--- config.mk ---
export PLATFORM = sky130hd
export DESIGN_NAME = gnc_ctrl
export DESIGN_NICKNAME = d
export VERILOG_FILES = /design/src/hdl/gnc_pkg.sv /design/src/hdl/gnc_ctrl.sv
export SDC_FILE = /design/constraint.sdc
export NUM_CORES = 1
export LEC_CHECK = 0
export ABC_AREA = 1
export BUFFER_PORTS_ARGS = -buffer_cell sky130_fd_sc_hd__buf_2
export CAP_MARGIN = 20
export CORE_AREA = 2 2 39 41
export DETAILED_ROUTE_END_ITERATION = 12
export DIE_AREA = 0 0 41 43
export GPL_ROUTABILITY_DRIVEN = 0
export PLACE_DENSITY = 0.37
export REMOVE_ABC_BUFFERS = 1
export SLEW_MARGIN = 40
export SYNTH_ARGS = -nofsm -noshare
export SYNTH_HDL_FRONTEND = slang
export SYNTH_SLANG_ARGS = --single-unit
--- constraint.sdc ---
create_clock -name clk -period 1 [get_ports clk]
set_input_delay 0.1 -clock clk [delete_from_list [all_inputs] [get_ports clk]]
set_output_delay 0.1 -clock clk [all_outputs]
set_load 0.01 [all_outputs]
--- src/hdl/gnc_pkg.sv ---
// Shared constants, types and gradient function for the gradient noise block.
package gnc_pkg;

  localparam int FRAC_BITS = 16;
  localparam int TABLE_SIZE = 256;
  localparam int IDX_W = 8;
  localparam int VAL_W = 32;
  localparam int PROD_W = 2 * VAL_W;

  localparam logic [1:0] CMD_LOAD = 2'd0;
  localparam logic [1:0] CMD_COL3D = 2'd1;
  localparam logic [1:0] CMD_FLAT = 2'd2;

  localparam logic [1:0] CFG_OFFSET_X = 2'd0;
  localparam logic [1:0] CFG_OFFSET_Y = 2'd1;
  localparam logic [1:0] CFG_OFFSET_Z = 2'd2;
  localparam logic [1:0] CFG_INV_SCALE = 2'd3;

  localparam logic signed [VAL_W-1:0] ONE = VAL_W'(1) <<< FRAC_BITS;
  localparam logic signed [PROD_W-1:0] HALF = PROD_W'(1) <<< (FRAC_BITS - 1);

  typedef logic signed [VAL_W-1:0] val_t;

  typedef struct packed {
    logic start;
    logic flat;
    logic col_start;
  } cmd_t;

  typedef struct packed {
    logic done;
    logic busy;
  } stat_t;

  // Gradient dot product for one hash, with the sixteen-way vector set.
  function automatic val_t grad(input logic [3:0] h, input val_t x, input val_t y,
                                input val_t z);
    val_t r;
    r = '0;
    case (h)
      4'd0: r = x + y;
      4'd1: r = -x + y;
      4'd2: r = x - y;
      4'd3: r = -x - y;
      4'd4: r = x + z;
      4'd5: r = -x + z;
      4'd6: r = x - z;
      4'd7: r = -x - z;
      4'd8: r = y + z;
      4'd9: r = -y + z;
      4'd10: r = y - z;
      4'd11: r = -y - z;
      4'd12: r = x + y;
      4'd13: r = -y + z;
      4'd14: r = -x + y;
      4'd15: r = -y - z;
      default: r = '0;
    endcase
    return r;
  endfunction

endpackage

--- src/hdl/gnc_ctrl.sv ---
// Controller sequencing a noise item through the datapath.
module gnc_ctrl (
  input  logic           clk,
  input  logic           rst_n,
  input  logic           in_valid,
  output logic           in_ready,
  input  logic [1:0]     in_command,
  input  logic           in_column_start,
  output logic           out_valid,
  input  logic           out_ready,
  output gnc_pkg::cmd_t  cmd,
  input  gnc_pkg::stat_t stat
);

  localparam logic [1:0] ST_IDLE = 2'd0;
  localparam logic [1:0] ST_RUN = 2'd1;
  localparam logic [1:0] ST_OUT = 2'd2;

  logic [1:0] state_r, state_nxt;

  assign in_ready = (state_r == ST_IDLE);
  assign out_valid = (state_r == ST_OUT);

  always_comb begin
    cmd.start = in_valid && in_ready &&
                (in_command == gnc_pkg::CMD_COL3D || in_command == gnc_pkg::CMD_FLAT);
    cmd.flat = (in_command == gnc_pkg::CMD_FLAT);
    cmd.col_start = in_column_start;
    state_nxt = state_r;
    case (state_r)
      ST_IDLE: begin
        if (cmd.start) state_nxt = ST_RUN;
      end
      ST_RUN: begin
        if (stat.done) state_nxt = ST_OUT;
      end
      ST_OUT: begin
        if (out_ready) state_nxt = ST_IDLE;
      end
      default: state_nxt = ST_IDLE;
    endcase
  end

  always_ff @(posedge clk) begin
    if (!rst_n) state_r <= ST_IDLE;
    else state_r <= state_nxt;
  end

endmodule

* After elaboration in Yosys (flattened, before gate mapping) *
Cells that the tools add are included.

storage, ports and cells
  input port bits = 9
  flip-flop bits (word level) = 2
  logic and storage cells = 17
  output and inout port bits = 5

operators by class
  reductions and logical operators = 5
  muxes and demuxes = 4
  equal/unequal tests = 7

operator list
  operator                                                                  number
  2-bit 2-to-1 mux                                                          3
  2-bit one-hot mux with 3 select lines                                     1
  2-bit by 1-bit == test with 1-bit output (second input constant)          2
  2-bit == test (second input constant)                                     2
  2-bit by 1-bit inequality test with 1-bit output (second input constant)  2
  3-bit AND reduction                                                       1
  1-bit logical AND                                                         2
  2-bit logical NOT                                                         1
  2-bit inequality test (second input constant)                             1
  1-bit logical OR                                                          1

* Depth between registers and ports, before layout *
  depth in word-level cells = 5
  gate-level depth with buffers = 5
  gate-level depth less buffers = 5

* Worst setup path before layout *
Ideal clock, no wire load.

  path kind = reg-to-output
  start point = register state_r[0]
  end point = output cmd[2] (netlist name)
  cell stages (with the launch flop) = 4
  slack = 0.233 ns
  arrival time = 0.667 ns
  data required time = 0.900 ns
  buffers on the path = 0
  path through = dfxtp_1 > nor2_2 > nand2_1 > inv_1

RTL lines
  item                    RTL line        text
  from (decl)             gnc_ctrl.sv:19  logic [1:0] state_r, state_nxt;
  from (signal assigned)  gnc_ctrl.sv:46  else state_r <= state_nxt;
  to (decl)               gnc_ctrl.sv:11  output gnc_pkg::cmd_t cmd,

==> impl.org <==
** Status
- The flow ran to the end, and the final reports show no timing, DRC or antenna violations.

** Place
- Count of buffers inserted at the top-level ports :: 10
- Detailed placement finished with a half-perimeter wire length of 249 um.
- Including well taps, the total number of placed cells is 45.
- Before CTS, the worst setup slack after placement is 0.0610 ns.

** Flow run
- MaxCap Viol Count :: 0

** Floorplan
- The region available for standard cell placement spans approximately 1400 um2.
- Vertical die dimension :: 43 um
- During I/O placement, the number of pins put on the boundary was 14.
- Floorplan die area :: 1760 um2
- Once the floorplan was initialized, standard cells occupied 9.67% of the core.
- The floorplan has 14 rows.
- Die span in x :: 41 um

** Cells and area
- The filler cells instantiated in the layout total 165.
- The register with the most flip-flops in the layout has 2 of them.
- Growth of design area from synthesis to finish :: 83.2%
- Fraction of final layout cells with drive strength greater than 1 :: 66.7%
- Ranked by flip-flop count, first place goes to state_r.
- The repair_antennas step left the layout with diodes totalling 0.
- Net total in the final layout :: 45
- Cell Count, Final, Fillers Out :: 49
- Commonest non-fill, non-tap cell in the layout :: sky130_fd_sc_hd__buf_2
- Most frequent cells in the layout :: sky130_fd_sc_hd__buf_2, sky130_fd_sc_hd__inv_1, sky130_fd_sc_hd__clkbuf_4
- Largest regs :: state_r x2

** Worst setup path
- Data on the critical path arrives at its endpoint at 0.85 ns.
- STA classifies the critical path startpoint as a flip-flop.
- Launch point of the critical path :: state_r[0]
- In this run the critical register-to-register path is launched from state_r[0].
- Type of the worst setup path :: reg2out
- Of all nets on the critical path, the largest fanout is 4.
- At the worst endpoint, the required time is ~0.90 ns.
- Worst Setup End Kind :: output pin

** Timing
- Setup violators final :: 0
- The number of pins with negative max-slew slack in the final report was 0.
- Setup repair after global routing could not meet its margin everywhere.
- For the pin with the worst max-slew slack, the measured transition is approximately 0.11 ns.
- Fin worst setup slack :: 0.0491 ns
- Clock skew on the completed layout was measured at approximately 0.0032 ns.
- Measured against its own limit, the worst slew margin works out to slightly above 90%.
- The count of endpoints failing hold in the final timing report came to 0.
- Maximum clock frequency :: 1050 MHz
- Tmin final :: ~0.95 ns
- Of the available clock period, the critical path in the final layout requires 95.1%.

** Global route
- Entering global routing, the biggest net connects 5 pins.
- The via count of the first global-routing pass was 119.
- For this run, the total global-route usage over all layers was measured as 4.70%.
- Overflow left after global routing :: 0
- Global-route wire length before repair :: 462 um
- Initial antenna violation count :: 0

** Drt
- Wires add up to 297 um.
- Count of nets left with antenna violations after detail routing :: 0
- In the routed design, unresolved DRC markers number 0.
- Number of DRC violations after detailed-routing iteration 0 :: 4
- In the final routed layout, each cell accounts on average for 6.06 um.
- Summing over every cut layer, the via total after detailed routing is approximately 150.
- Before antenna repair, the detailed router went through 2 iterations.
- Post-DR vias/cell :: 3.10

** Synth
- Warnings from Yosys :: 0
- In this run, distinct cell masters in the synthesized netlist total 12.
- In this run the cell area of the synthesized design comes to 134 um2.
- Number of synthesized register bits :: 2
- In this run the mean area of a mapped cell was between 6 and 7 um2.
- Fraction of the yosys area taken by sequential cells :: approximately 30%
- Synth Instances :: 20

** Clocking
- Library cell used as clock root buffer :: sky130_fd_sc_hd__clkbuf_4
- TritonCTS built the clock tree.
- CTS saw 2 sinks.
- Clock latency on the worst-skew pair :: about 0.22 ns
- Clock slew at reported path FFs :: about 0.030 ns
- H-tree depth reported by CTS :: 1
- Clock tree synthesis inserted a total of 3 buffers.
- The longest clock path from root to sink contains 2 buffers.

** Pwr
- Power, Total :: 0.000333 W
- Standby leakage power :: 0.132 nW
- Power per cell area :: 1360 nW/um2
- Maximum vdd ir drop :: 438 uV

** Min path
- Hold wc startpoint :: rst_n
- Worst hold path class :: in2reg
==> path summary, 6_finish.rpt <==
path                            slack [ns]  depth (start not counted)          to
worst max register to register        0.19                          4  state_r[0]
worst max-delay path                  0.05                          4      cmd[2]
worst min register to register        0.53                          2  state_r[0]
worst min-delay path                  0.12                          3  state_r[1]
==> layout make-up <==
cell class	count	area, um2	share of cell area, %
flip-flops and latches	2	45.0	18.4
inverters	7	26.3	10.7
repair buffers	11	63.8	26.0
well taps	16	20.0	8.16
multi-input cells	10	67.6	27.6
clock buffers	3	22.5	9.18
==> through the flow <==
stage | TNS (ns) | util [%] | cell area (um2) | hold WS, ns
global placement | 0 | 14.2 | 196 | 0.200
detailed placement | 0 | 14.2 | 196 | 0.200
finish | 0 | 17.7 | 245 | 0.120
global route | -0.0430 | 17.7 | 245 | 0.127
CTS | -0.00753 | 16.5 | 229 | 0.113
floorplan | 0 | - | 126 | 0.200
==> critical path, stage by stage (launching register included) <==
cell and delay [ns]:
sky130_fd_sc_hd__dfxtp_4 0.35, sky130_fd_sc_hd__nor2_4 0.08, sky130_fd_sc_hd__nand2_2 0.06, sky130_fd_sc_hd__inv_2 0.05, sky130_fd_sc_hd__buf_6 0.09
==> cell families after synthesis <==
kind of cell	share of synthesized area, %
DFF	29.9
adders and majority gates	9.34
AOI/OAI and AO/OA	10.3
and+or+nand+nor	25.2
buffers and inverters	25.2
==> layer usage <==
layer	track usage (%)	part of all wire (%)	wire [um]
met4	6.00	0	0
met3	4.71	11	34
met1	4.14	39	116
met2	5.00	49	146
met5	0	0	0
==> Yosys cell counts <==
master | number | area (um2)
sky130_fd_sc_hd__nor2_2 | 2 | 12.5
sky130_fd_sc_hd__nand2_1 | 2 | 7.51
sky130_fd_sc_hd__nand3_1 | 2 | 10.0
sky130_fd_sc_hd__inv_2 | 1 | 3.75
sky130_fd_sc_hd__nor2_1 | 1 | 3.75
sky130_fd_sc_hd__dfxtp_1 | 2 | 40.0
sky130_fd_sc_hd__ha_1 | 1 | 12.5
sky130_fd_sc_hd__inv_1 | 5 | 18.8
sky130_fd_sc_hd__buf_4 | 1 | 7.51
sky130_fd_sc_hd__a21oi_2 | 1 | 8.76
sky130_fd_sc_hd__a21oi_1 | 1 | 5.00
sky130_fd_sc_hd__clkinv_1 | 1 | 3.75
==> power breakdown <==
| group | leakage [nW] | switching [W] | internal (W) | total, W |
|---|---|---|---|---|
| sequential | 0.0175 | 0.00000661 | 0.0000848 | 0.0000914 |
| combinational | 0.101 | 0.0000300 | 0.0000358 | 0.0000658 |
| clock | 0.0138 | 0.0000438 | 0.000132 | 0.000176 |
==> what timing repair did <==
item | in CTS | in global routing
gates cloned | 0 | 0
setup endpoints to repair | 1 | 1
pin swaps | 2 | 0
hold buffers | 0 | 0
buffers inserted | 1 | 0
resized for setup | 2 | 5
Note: power is estimated with default switching activity, not from simulation.
